==> src/design/tlas_pkg.sv <==
package tlas_pkg;

  localparam int SAMPLE_W    = 16;
  localparam int LEVEL_W     = 8;
  localparam int RAW_W       = 10;
  localparam int CFG_ADDR_W  = 2;
  localparam int DIV_W       = 12;   // divisor / remainder width
  localparam int SH_W        = 16;   // dividend shift register / quotient width
  localparam int SCALED_W    = 22;   // raw * 4000
  localparam int PROD_W      = 20;   // (c - lo) * 255
  localparam int STEP_W      = 5;
  localparam int BOUND_SCALE = 4000;
  localparam int BOUND_DIV   = 1023;
  localparam int LEVEL_MAX   = 255;
  localparam int WINDOW_DEF  = 10;

  localparam int STEPS_BOUND = 12;
  localparam int STEPS_MEAN  = 16;
  localparam int STEPS_LVL   = 8;

  typedef enum logic [CFG_ADDR_W-1:0] {
    CFG_A_LO = 2'd0,
    CFG_A_HI = 2'd1,
    CFG_D_LO = 2'd2,
    CFG_D_HI = 2'd3
  } cfg_idx_t;

  typedef enum logic [2:0] {
    ST_IDLE,
    ST_RD,
    ST_LD,
    ST_RUN,
    ST_PREP,
    ST_DONE
  } state_t;

  typedef enum logic [1:0] {
    OP_LO,
    OP_HI,
    OP_MEAN,
    OP_LVL
  } op_t;

  typedef enum logic [1:0] {
    LV_ZERO,
    LV_FULL,
    LV_DIV
  } lvl_sel_t;

  typedef struct packed {
    logic accept;  // input transfer: capture sample, read oldest entry
    logic upd;     // update running sum, write history
    logic ld;      // load divider
    logic step;    // one divider iteration
    logic cap;     // capture quotient
    logic prep;    // clamp and form level dividend
    logic fin;     // move result to output register
    op_t  op;
  } ctl_t;

  function automatic logic [STEP_W-1:0] op_steps(op_t op);
    logic [STEP_W-1:0] n;
    case (op)
      OP_LO, OP_HI: n = STEP_W'(STEPS_BOUND);
      OP_MEAN:      n = STEP_W'(STEPS_MEAN);
      OP_LVL:       n = STEP_W'(STEPS_LVL);
      default:      n = '0;
    endcase
    return n;
  endfunction

endpackage

==> src/design/tlas_div.sv <==
module tlas_div (
  input  logic                        clk,
  input  logic                        ld,
  input  logic                        step,
  input  logic [tlas_pkg::DIV_W-1:0]  rem_init,
  input  logic [tlas_pkg::SH_W-1:0]   sh_init,
  input  logic [tlas_pkg::DIV_W-1:0]  divisor,
  output logic [tlas_pkg::SH_W-1:0]   quo
);
  import tlas_pkg::*;

  // restoring divider, one quotient bit per step, dividend shifted in MSB first
  logic [DIV_W-1:0] rem_r, rem_nxt;
  logic [SH_W-1:0]  sh_r, sh_nxt;
  logic [SH_W-1:0]  q_r, q_nxt;
  logic [DIV_W:0]   trial;
  logic             ge;

  assign trial = {rem_r, sh_r[SH_W-1]};
  assign ge    = (trial >= {1'b0, divisor});

  always_comb begin
    rem_nxt = rem_r;
    sh_nxt  = sh_r;
    q_nxt   = q_r;
    if (ld) begin
      rem_nxt = rem_init;
      sh_nxt  = sh_init;
      q_nxt   = '0;
    end else if (step) begin
      rem_nxt = ge ? DIV_W'(trial - {1'b0, divisor}) : trial[DIV_W-1:0];
      sh_nxt  = {sh_r[SH_W-2:0], 1'b0};
      q_nxt   = {q_r[SH_W-2:0], ge};
    end
  end

  always_ff @(posedge clk) begin
    rem_r <= rem_nxt;
    sh_r  <= sh_nxt;
    q_r   <= q_nxt;
  end

  assign quo = q_r;

endmodule

==> src/design/tlas_lane.sv <==
module tlas_lane #(
  parameter int WINDOW = tlas_pkg::WINDOW_DEF
) (
  input  logic                          clk,
  input  logic                          rst_n,
  input  tlas_pkg::ctl_t                ctl,
  input  logic [tlas_pkg::SAMPLE_W-1:0] sample,
  input  logic [tlas_pkg::RAW_W-1:0]    lo_raw,
  input  logic [tlas_pkg::RAW_W-1:0]    hi_raw,
  output logic [tlas_pkg::LEVEL_W-1:0]  level,
  output logic [tlas_pkg::SAMPLE_W-1:0] mean
);
  import tlas_pkg::*;

  localparam int SLOT_W = (WINDOW > 1) ? $clog2(WINDOW) : 1;
  localparam int SUM_W  = SAMPLE_W + $clog2(WINDOW);

  // history memory; entries count as zero until the first wrap
  logic [SAMPLE_W-1:0] hist [WINDOW];
  logic [SAMPLE_W-1:0] rd_r;
  logic [SAMPLE_W-1:0] samp_r;
  logic [SLOT_W-1:0]   slot_r;
  logic                full_r;
  logic [SUM_W-1:0]    sum_r;
  logic [SUM_W-1:0]    old_val;

  assign old_val = full_r ? SUM_W'(rd_r) : '0;

  always_ff @(posedge clk) begin
    if (ctl.accept) begin
      rd_r   <= hist[slot_r];
      samp_r <= sample;
    end
    if (ctl.upd) begin
      hist[slot_r] <= samp_r;
    end
  end

  always_ff @(posedge clk) begin
    if (!rst_n) begin
      slot_r <= '0;
      full_r <= 1'b0;
      sum_r  <= '0;
    end else if (ctl.upd) begin
      sum_r <= sum_r + SUM_W'(samp_r) - old_val;
      if (slot_r == SLOT_W'(WINDOW - 1)) begin
        slot_r <= '0;
        full_r <= 1'b1;
      end else begin
        slot_r <= slot_r + 1'b1;
      end
    end
  end

  // divider operand select
  logic [RAW_W-1:0]    raw_sel;
  logic [SCALED_W-1:0] scaled;
  logic [DIV_W-1:0]    rem_init, divisor;
  logic [SH_W-1:0]     sh_init, quo;
  logic [PROD_W-1:0]   prod_r;
  logic [DIV_W-1:0]    dw_r;

  assign raw_sel = (ctl.op == OP_HI) ? hi_raw : lo_raw;
  assign scaled  = SCALED_W'(raw_sel) * SCALED_W'(BOUND_SCALE);

  always_comb begin
    case (ctl.op)
      OP_LO, OP_HI: begin
        rem_init = DIV_W'(scaled >> STEPS_BOUND);
        sh_init  = {scaled[STEPS_BOUND-1:0], (SH_W - STEPS_BOUND)'(0)};
        divisor  = DIV_W'(BOUND_DIV);
      end
      OP_MEAN: begin
        rem_init = DIV_W'(sum_r >> SH_W);
        sh_init  = sum_r[SH_W-1:0];
        divisor  = DIV_W'(WINDOW);
      end
      OP_LVL: begin
        rem_init = prod_r[PROD_W-1:STEPS_LVL];
        sh_init  = {prod_r[STEPS_LVL-1:0], (SH_W - STEPS_LVL)'(0)};
        divisor  = dw_r;
      end
      default: begin
        rem_init = '0;
        sh_init  = '0;
        divisor  = '0;
      end
    endcase
  end

  tlas_div u_div (
    .clk      (clk),
    .ld       (ctl.ld),
    .step     (ctl.step),
    .rem_init (rem_init),
    .sh_init  (sh_init),
    .divisor  (divisor),
    .quo      (quo)
  );

  // quotient capture and level preparation
  logic [DIV_W-1:0]    lo_q_r, hi_q_r;
  logic [SAMPLE_W-1:0] mean_q_r;
  logic [LEVEL_W-1:0]  level_q_r;
  lvl_sel_t            lsel_r;
  logic [SAMPLE_W-1:0] clamp_v;
  logic [DIV_W-1:0]    diff;
  logic                below_lo;

  assign below_lo = (mean_q_r < SAMPLE_W'(lo_q_r));

  always_comb begin
    if (below_lo) begin
      clamp_v = SAMPLE_W'(lo_q_r);
    end else if (mean_q_r > SAMPLE_W'(hi_q_r)) begin
      clamp_v = SAMPLE_W'(hi_q_r);
    end else begin
      clamp_v = mean_q_r;
    end
  end

  assign diff = DIV_W'(clamp_v - SAMPLE_W'(lo_q_r));

  always_ff @(posedge clk) begin
    if (ctl.cap) begin
      case (ctl.op)
        OP_LO:   lo_q_r   <= quo[DIV_W-1:0];
        OP_HI:   hi_q_r   <= quo[DIV_W-1:0];
        OP_MEAN: mean_q_r <= quo;
        OP_LVL: begin
          case (lsel_r)
            LV_ZERO: level_q_r <= '0;
            LV_FULL: level_q_r <= LEVEL_W'(LEVEL_MAX);
            default: level_q_r <= quo[LEVEL_W-1:0];
          endcase
        end
        default: ;
      endcase
    end
    if (ctl.prep) begin
      prod_r <= PROD_W'({diff, 8'b0}) - PROD_W'(diff);
      dw_r   <= hi_q_r - lo_q_r;
      if (hi_q_r == lo_q_r) begin
        lsel_r <= LV_ZERO;
      end else if (lo_q_r > hi_q_r) begin
        // inverted window: clamps to either bound
        lsel_r <= below_lo ? LV_ZERO : LV_FULL;
      end else begin
        lsel_r <= LV_DIV;
      end
    end
    if (ctl.fin) begin
      level <= level_q_r;
      mean  <= mean_q_r;
    end
  end

endmodule

==> src/design/tlas_ctrl.sv <==
module tlas_ctrl (
  input  logic           clk,
  input  logic           rst_n,
  input  logic           in_tvalid,
  output logic           in_tready,
  input  logic           out_free,
  output tlas_pkg::ctl_t ctl
);
  import tlas_pkg::*;

  state_t            state_r, state_nxt;
  op_t               op_r, op_nxt;
  logic [STEP_W-1:0] cnt_r, cnt_nxt;

  always_ff @(posedge clk) begin
    if (!rst_n) begin
      state_r <= ST_IDLE;
      op_r    <= OP_LO;
      cnt_r   <= '0;
    end else begin
      state_r <= state_nxt;
      op_r    <= op_nxt;
      cnt_r   <= cnt_nxt;
    end
  end

  always_comb begin
    state_nxt = state_r;
    op_nxt    = op_r;
    cnt_nxt   = cnt_r;
    case (state_r)
      ST_IDLE: begin
        if (in_tvalid) state_nxt = ST_RD;
      end
      ST_RD: begin
        op_nxt    = OP_LO;
        state_nxt = ST_LD;
      end
      ST_LD: begin
        cnt_nxt   = op_steps(op_r);
        state_nxt = ST_RUN;
      end
      ST_RUN: begin
        if (cnt_r != '0) begin
          cnt_nxt = cnt_r - 1'b1;
        end else begin
          case (op_r)
            OP_LO: begin
              op_nxt    = OP_HI;
              state_nxt = ST_LD;
            end
            OP_HI: begin
              op_nxt    = OP_MEAN;
              state_nxt = ST_LD;
            end
            OP_MEAN: state_nxt = ST_PREP;
            OP_LVL:  state_nxt = ST_DONE;
            default: state_nxt = ST_IDLE;
          endcase
        end
      end
      ST_PREP: begin
        op_nxt    = OP_LVL;
        state_nxt = ST_LD;
      end
      ST_DONE: begin
        if (out_free) state_nxt = ST_IDLE;
      end
      default: state_nxt = ST_IDLE;
    endcase
  end

  always_comb begin
    in_tready  = (state_r == ST_IDLE);
    ctl.accept = (state_r == ST_IDLE) && in_tvalid;
    ctl.upd    = (state_r == ST_RD);
    ctl.ld     = (state_r == ST_LD);
    ctl.step   = (state_r == ST_RUN) && (cnt_r != '0);
    ctl.cap    = (state_r == ST_RUN) && (cnt_r == '0);
    ctl.prep   = (state_r == ST_PREP);
    ctl.fin    = (state_r == ST_DONE) && out_free;
    ctl.op     = op_r;
  end

endmodule

==> src/design/touch_level_average_and_scale_core.sv <==
// Two-channel touch level averager and scaler.
// Input stream (in_*): one transfer carries a 16-bit sample for channel A and D.
// Output stream (out_*): one transfer per input with the 16-bit truncated mean of
// the last WINDOW samples and an 8-bit level, the mean clamped into the
// calibration window and mapped linearly onto 0..255.
// Config port (cfg_*): cfg_addr 0..3 selects A low, A high, D low, D high raw
// bounds (10 bits); a bound is raw * 4000 / 1023. Write only while idle.
// Both lanes share one sequence of four bit-serial divisions (12, 12, 16 and
// 8 steps: lower bound, upper bound, mean, level) and take no new input until
// the result of the item reaches the output register. The next input is taken
// while a result still waits on out_*.
// Reset: config returns to 0 / 1023, the history reads as all zero, no result
// is pending. A stall on out_tready holds the result; the block then finishes
// at most one more item and waits with in_tready low.
module touch_level_average_and_scale_core #(
  parameter int WINDOW = tlas_pkg::WINDOW_DEF
) (
  input  logic                            clk,
  input  logic                            rst_n,
  // config write port
  input  logic                            cfg_we,
  input  logic [tlas_pkg::CFG_ADDR_W-1:0] cfg_addr,
  input  logic [tlas_pkg::RAW_W-1:0]      cfg_wdata,
  // input stream
  input  logic                            in_tvalid,
  output logic                            in_tready,
  input  logic [31:0]                     in_tdata,   // sample_a[15:0], sample_d[31:16]
  // output stream
  output logic                            out_tvalid,
  input  logic                            out_tready,
  output logic [47:0]                     out_tdata   // level_a, level_d, mean_a, mean_d
);
  import tlas_pkg::*;

  // calibration registers
  logic [RAW_W-1:0] a_lo_r, a_hi_r, d_lo_r, d_hi_r;

  always_ff @(posedge clk) begin
    if (!rst_n) begin
      a_lo_r <= '0;
      a_hi_r <= RAW_W'(BOUND_DIV);
      d_lo_r <= '0;
      d_hi_r <= RAW_W'(BOUND_DIV);
    end else if (cfg_we) begin
      case (cfg_idx_t'(cfg_addr))
        CFG_A_LO: a_lo_r <= cfg_wdata;
        CFG_A_HI: a_hi_r <= cfg_wdata;
        CFG_D_LO: d_lo_r <= cfg_wdata;
        CFG_D_HI: d_hi_r <= cfg_wdata;
        default:  ;
      endcase
    end
  end

  // sequencer
  ctl_t ctl;
  logic out_valid_r;
  logic out_free;

  // result register is free when empty or being transferred this cycle
  assign out_free = !out_valid_r || out_tready;

  tlas_ctrl u_ctrl (
    .clk       (clk),
    .rst_n     (rst_n),
    .in_tvalid (in_tvalid),
    .in_tready (in_tready),
    .out_free  (out_free),
    .ctl       (ctl)
  );

  // per-channel datapaths, run in lockstep
  logic [LEVEL_W-1:0]  level_a, level_d;
  logic [SAMPLE_W-1:0] mean_a, mean_d;

  tlas_lane #(.WINDOW(WINDOW)) u_lane_a (
    .clk    (clk),
    .rst_n  (rst_n),
    .ctl    (ctl),
    .sample (in_tdata[15:0]),
    .lo_raw (a_lo_r),
    .hi_raw (a_hi_r),
    .level  (level_a),
    .mean   (mean_a)
  );

  tlas_lane #(.WINDOW(WINDOW)) u_lane_d (
    .clk    (clk),
    .rst_n  (rst_n),
    .ctl    (ctl),
    .sample (in_tdata[31:16]),
    .lo_raw (d_lo_r),
    .hi_raw (d_hi_r),
    .level  (level_d),
    .mean   (mean_d)
  );

  // output valid: set when a result lands, cleared on transfer
  always_ff @(posedge clk) begin
    if (!rst_n) begin
      out_valid_r <= 1'b0;
    end else if (ctl.fin) begin
      out_valid_r <= 1'b1;
    end else if (out_tready) begin
      out_valid_r <= 1'b0;
    end
  end

  assign out_tvalid = out_valid_r;
  assign out_tdata  = {mean_d, mean_a, level_d, level_a};

endmodule

==> config.mk <==
export PLATFORM = sky130hd
export DESIGN_NAME = touch_level_average_and_scale_core
export DESIGN_NICKNAME = d
export VERILOG_FILES = /design/src/design/tlas_pkg.sv /design/src/design/tlas_div.sv /design/src/design/tlas_lane.sv /design/src/design/tlas_ctrl.sv /design/src/design/touch_level_average_and_scale_core.sv
export SDC_FILE = /design/constraint.sdc
export NUM_CORES = 2
export LEC_CHECK = 0
export ABC_AREA = 1
export BUFFER_PORTS_ARGS = -buffer_cell sky130_fd_sc_hd__clkbuf_2
export CAP_MARGIN = 20
export CORE_MARGIN = 2
export CORE_UTILIZATION = 34
export DETAILED_ROUTE_END_ITERATION = 6
export PLACE_DENSITY = 0.6
export SYNTH_ARGS = -nofsm -noshare
export SYNTH_HDL_FRONTEND = slang
export SYNTH_SLANG_ARGS = --single-unit
==> constraint.sdc <==
create_clock -name clk -period 9.6 [get_ports clk]
set_input_delay 2.4 -clock clk [delete_from_list [all_inputs] [get_ports clk]]
set_output_delay 2.4 -clock clk [all_outputs]
set_load 0.02 [all_outputs]
==> summary.md <==
| Metric | Value |
|---|---|
| Status | finished, final reports clean |
| Vias/cell | 4.931 |
| Peak VDD IR | 0.0001467 V |
| First-pass GRT wire length | 155900 µm |
| Number of max-cap violations | 0 |
| Worst Skew | 0.06118 ns |
| Number of global-route vias before repair | 28258 |
| Synth Register Bits | 785 |
| Yosys top cell by area | edfxtp_1 |
| CP Launch Point | u_ctrl.op_r[0]$_SDFFE_PN0P_ |
| N_diodes | 0 |
| Slew @ Worst Pin | 1.168 ns |
| Clk buf depth | 3 |
| HPWL Detailed | 69510 µm |
| Final setup fails | 0 |
| Final Hold Violating Endpoints | 0 |
| Num ports | 99 |
| Htree depth | 3 |
| Mapped Nets | 4455 |
| Multiplexer area fraction after synthesis | 0.0004848 |
| Routed wire per std cell | 16.81 µm |
| ANT nets after route | 0 |
| Total power | 0.01031 W |
| Total grt overflow | 0 |
| Clock latency on the worst-skew pair | 0.70 ns |
| Synth Flop Type | edfxtp_1 |
| Die W | 352.5 µm |
| Share of the synthesized area in the top cell type | 0.4741 |
| FF-to-FF End | u_lane_a.u_div.rem_r[7]$_DFFE_PP_ |
| Die Y | 352.5 µm |
| Total track usage | 0.1562 |
| Synth Area in Simple Gates | 0.1409 |
| YS warnings | 0 |
| Crit path capture type | flip-flop |
| Share of post-route cells with drive strength above 1 | 0.08653 |
| R2R setup slack | 3.31 ns |
| Row count | 127 |
| Fin nets | 4578 |
| Synth Area in Compound Gates | 0.1145 |
| CP required | 10.15 ns |
| # Post-CTS Setup Buffers | 0 |
| Top cells by area, synth | edfxtp_1 (47%), ha_1 (7.5%), nand2_1 (6.6%) |
| Largest family of logic cells by synthesized area | simple AND/OR/NAND/NOR gates |
| Drt initial violations | 2064 |
| Worst min path class | flip-flop to flip-flop |
| Largest net degree at the start of global routing | 72 |
| Startpoint Class | flip-flop |
| Die area | 124300 µm² |
| Slowest cell on crit path | dfxtp_1 |
| IO buf count | 98 |
| Min cycle time layout | 6.285 ns |
| CP Max Fanout | 25 |
| Syn Area/Cell | 10.17 µm² |
| Clk slew on worst S/H paths | 0.06 ns |
| Final RePlAce weighted congestion | 0.8793 |
| Synth Area in Adders | 0.1226 |
| Power Density | 220.6 nW/µm² |
| Hold buffers post-CTS | 0 |
| Slew Limit Fails | 0 |
| Leakage | 19.24 nW |
| Max Fclk | 0.1591 GHz |
| CTS sink cnt | 785 |
| CP Class | flip-flop to flip-flop |
| CTS tree | yes |
| Asr flop ratio synth | 0 |
| RSZ-0062 raised after global routing | no |
| Setup ws final | 3.315 ns |
| Count of cell types in the netlist | 51 |
| Clock root cell | clkbuf_16 |
| CP arrival | 6.83 ns |
| Crit path to | u_lane_a.u_div.rem_r[7]$_DFFE_PP_ |
| DRC viols | 0 |
| Cells on worst reg2reg path | 20 |
| Starting Density | 0.3438 |
| Initial antenna violation count | 0 |
| Final WL | 98610 µm |
| Via count | 28919 |
| Post-Place Worst Slack | 3.261 ns |
| Post-synth EDFFs | 652 |
| Core box area | 120100 µm² |
| Register area share after synthesis | 0.5386 |
| Cts bufs inserted | 85 |
| Syn Inst Count | 4060 |
| Mapped Area | 41300 µm² |
| Synth Area in XOR/XNOR | 0.02184 |
| Post_cts resized | 0 |
| Period utilization | 0.6547 |
| Max stage delay on crit path | 0.95 ns |
| Crit path cell chain | inv_1 > nor2_1 > buf_4 > clkinv_1 > o21ai_0 > inv_1 > fa_1 > fa_1 > fa_1 > fa_1 > ha_1 > a21oi_1 > o21ai_0 > a21oi_1 > o21ai_0 > nand2_1 > nand2_1 > o21ai_0 > nand2_1 > inv_1 |
| Slew margin rel. | 0.2151 |
| DR pass1 iterations | 6 |
| Layout area overhead | 13.24% |
| R2R Path Start | u_ctrl.op_r[0]$_SDFFE_PN0P_ |
| Setup tns final | 0 ns |
critical path, delay by kind of cell (launching register included):
kind / cells / cell delay [ns]
simple gates: 4 / 0.30
fa+ha+maj: 5 / 2.40
compound gates: 6 / 1.37
flops: 1 / 0.95
buf+inv: 5 / 1.13
layout by cell type, fill, tap and decap left out, types with 109 or more instances in the layout:
cell type	count
ha_1	248
nand3_1	209
dfxtp_1	133
edfxtp_1	652
a22oi_1	109
inv_1	534
nand2_1	722
o21ai_0	250
nor2_1	253
a21oi_1	273
worst min path at each step:
stage | startpoint | to | slack (ns) | cells past startpoint
finish | u_lane_d.u_div.quo[13]$_SDFFE_PP0P_ | u_lane_d.mean_q_r[13]$_DFFE_PP_ | 0.41 | 0
global placement | u_lane_a.level_q_r[3]$_DFFE_PP_ | u_lane_a.level[3]$_DFFE_PP_ | 0.40 | 0
detailed placement | u_lane_d.level_q_r[7]$_DFFE_PP_ | u_lane_d.level[7]$_DFFE_PP_ | 0.40 | 0
global route | u_lane_d.level_q_r[7]$_DFFE_PP_ | u_lane_d.level[7]$_DFFE_PP_ | 0.42 | 0
CTS | u_lane_d.level_q_r[7]$_DFFE_PP_ | u_lane_d.level[7]$_DFFE_PP_ | 0.41 | 0
floorplan | u_lane_a.level_q_r[0]$_DFFE_PP_ | u_lane_a.level[0]$_DFFE_PP_ | 0.40 | 0
sequential cells by signal, summed over array words and instances (netlist names), 16 cells and up:
signal               flops
u_lane_a.hist          160
u_lane_d.hist          160
u_lane_d.samp_r         16
u_lane_a.u_div.quo      16
u_lane_d.rd_r           16
u_lane_a.prod_r         20
u_lane_a.sum_r          20
u_lane_d.u_div.sh_r     16
u_lane_a.u_div.sh_r     16
u_lane_d.sum_r          20
u_lane_a.rd_r           16
u_lane_d.mean           16
u_lane_d.mean_q_r       16
u_lane_a.mean_q_r       16
u_lane_d.prod_r         20
u_lane_d.u_div.quo      16
u_lane_a.mean           16
u_lane_a.samp_r         16
synth_stat cells (6+ instances only):
library cell / instances
xnor2_1: 41
buf_2: 12
a21o_1: 20
o22ai_1: 30
and2_1: 6
xor2_1: 62
nand4_1: 39
nand2_2: 22
nand2_1: 722
inv_1: 535
or2_2: 11
ha_1: 248
o31ai_1: 19
o21ai_0: 250
a211oi_1: 6
o21bai_1: 8
inv_2: 6
dfxtp_1: 133
a21oi_1: 273
nor2_2: 8
a22oi_1: 109
nor2_4: 7
clkinv_1: 9
clkbuf_1: 94
nand3b_1: 6
o211ai_1: 47
nor2_1: 259
nand3_1: 209
o21a_1: 7
nor3_1: 42
a31oi_1: 13
buf_1: 6
nand3_2: 9
edfxtp_1: 652
fa_1: 98
a221oi_1: 13
layer usage:
| metal | up-vias | track usage | routed length, µm |
|---|---|---|---|
| li1 | 14278 | - | - |
| met1 | 13917 | 0.2112 | 45500 |
| met2 | 612 | 0.2617 | 46660 |
| met3 | 112 | 0.02329 | 4731 |
| met4 | 0 | 0.04043 | 1720 |
| met5 | - | 0 | 0 |
where the power goes:
group	leakage [nW]	switching [W]	total [W]	internal, W
Combinational	10.8	0.00187	0.00296	0.00109
Clock	1.39	0.00142	0.00333	0.00191
Sequential	7.03	0.000120	0.00403	0.00391
Total	19.2	0.00341	0.0103	0.00690
area by class of cell:
class                      instances  area [µm²]
timing repair buffer             150       880.8
inverter                         550        2067
clock buffer                     113        2326
fill                           11807       73370
clock inverter                    44       576.8
multi-input combinational       2611       16650
sequential                       785       22240
tap                             1612        2017
cells by family after synthesis:
kind of cell	Yosys count
XOR/XNOR	103
buffers and inverters	664
flip-flops	785
adder cells (fa/ha/maj)	346
AND/OR/NAND/NOR	1353
multiplexers	2
AO/OA/AOI/OAI	807
metrics by stage:
stage          hold WS [ns]  area, µm²  utilization  instances
2_1_floorplan        0.4003      41300            -       4060
3_3_place_gp         0.4032      43860       0.3651       5708
3_5_place_dp         0.4045      43860       0.3651       5708
4_1_cts              0.4119      46760       0.3893       5865
5_1_grt              0.4209      46760       0.3893       5865
6_report             0.4115      46760       0.3893       5865
(Power assumes the default switching activity.)
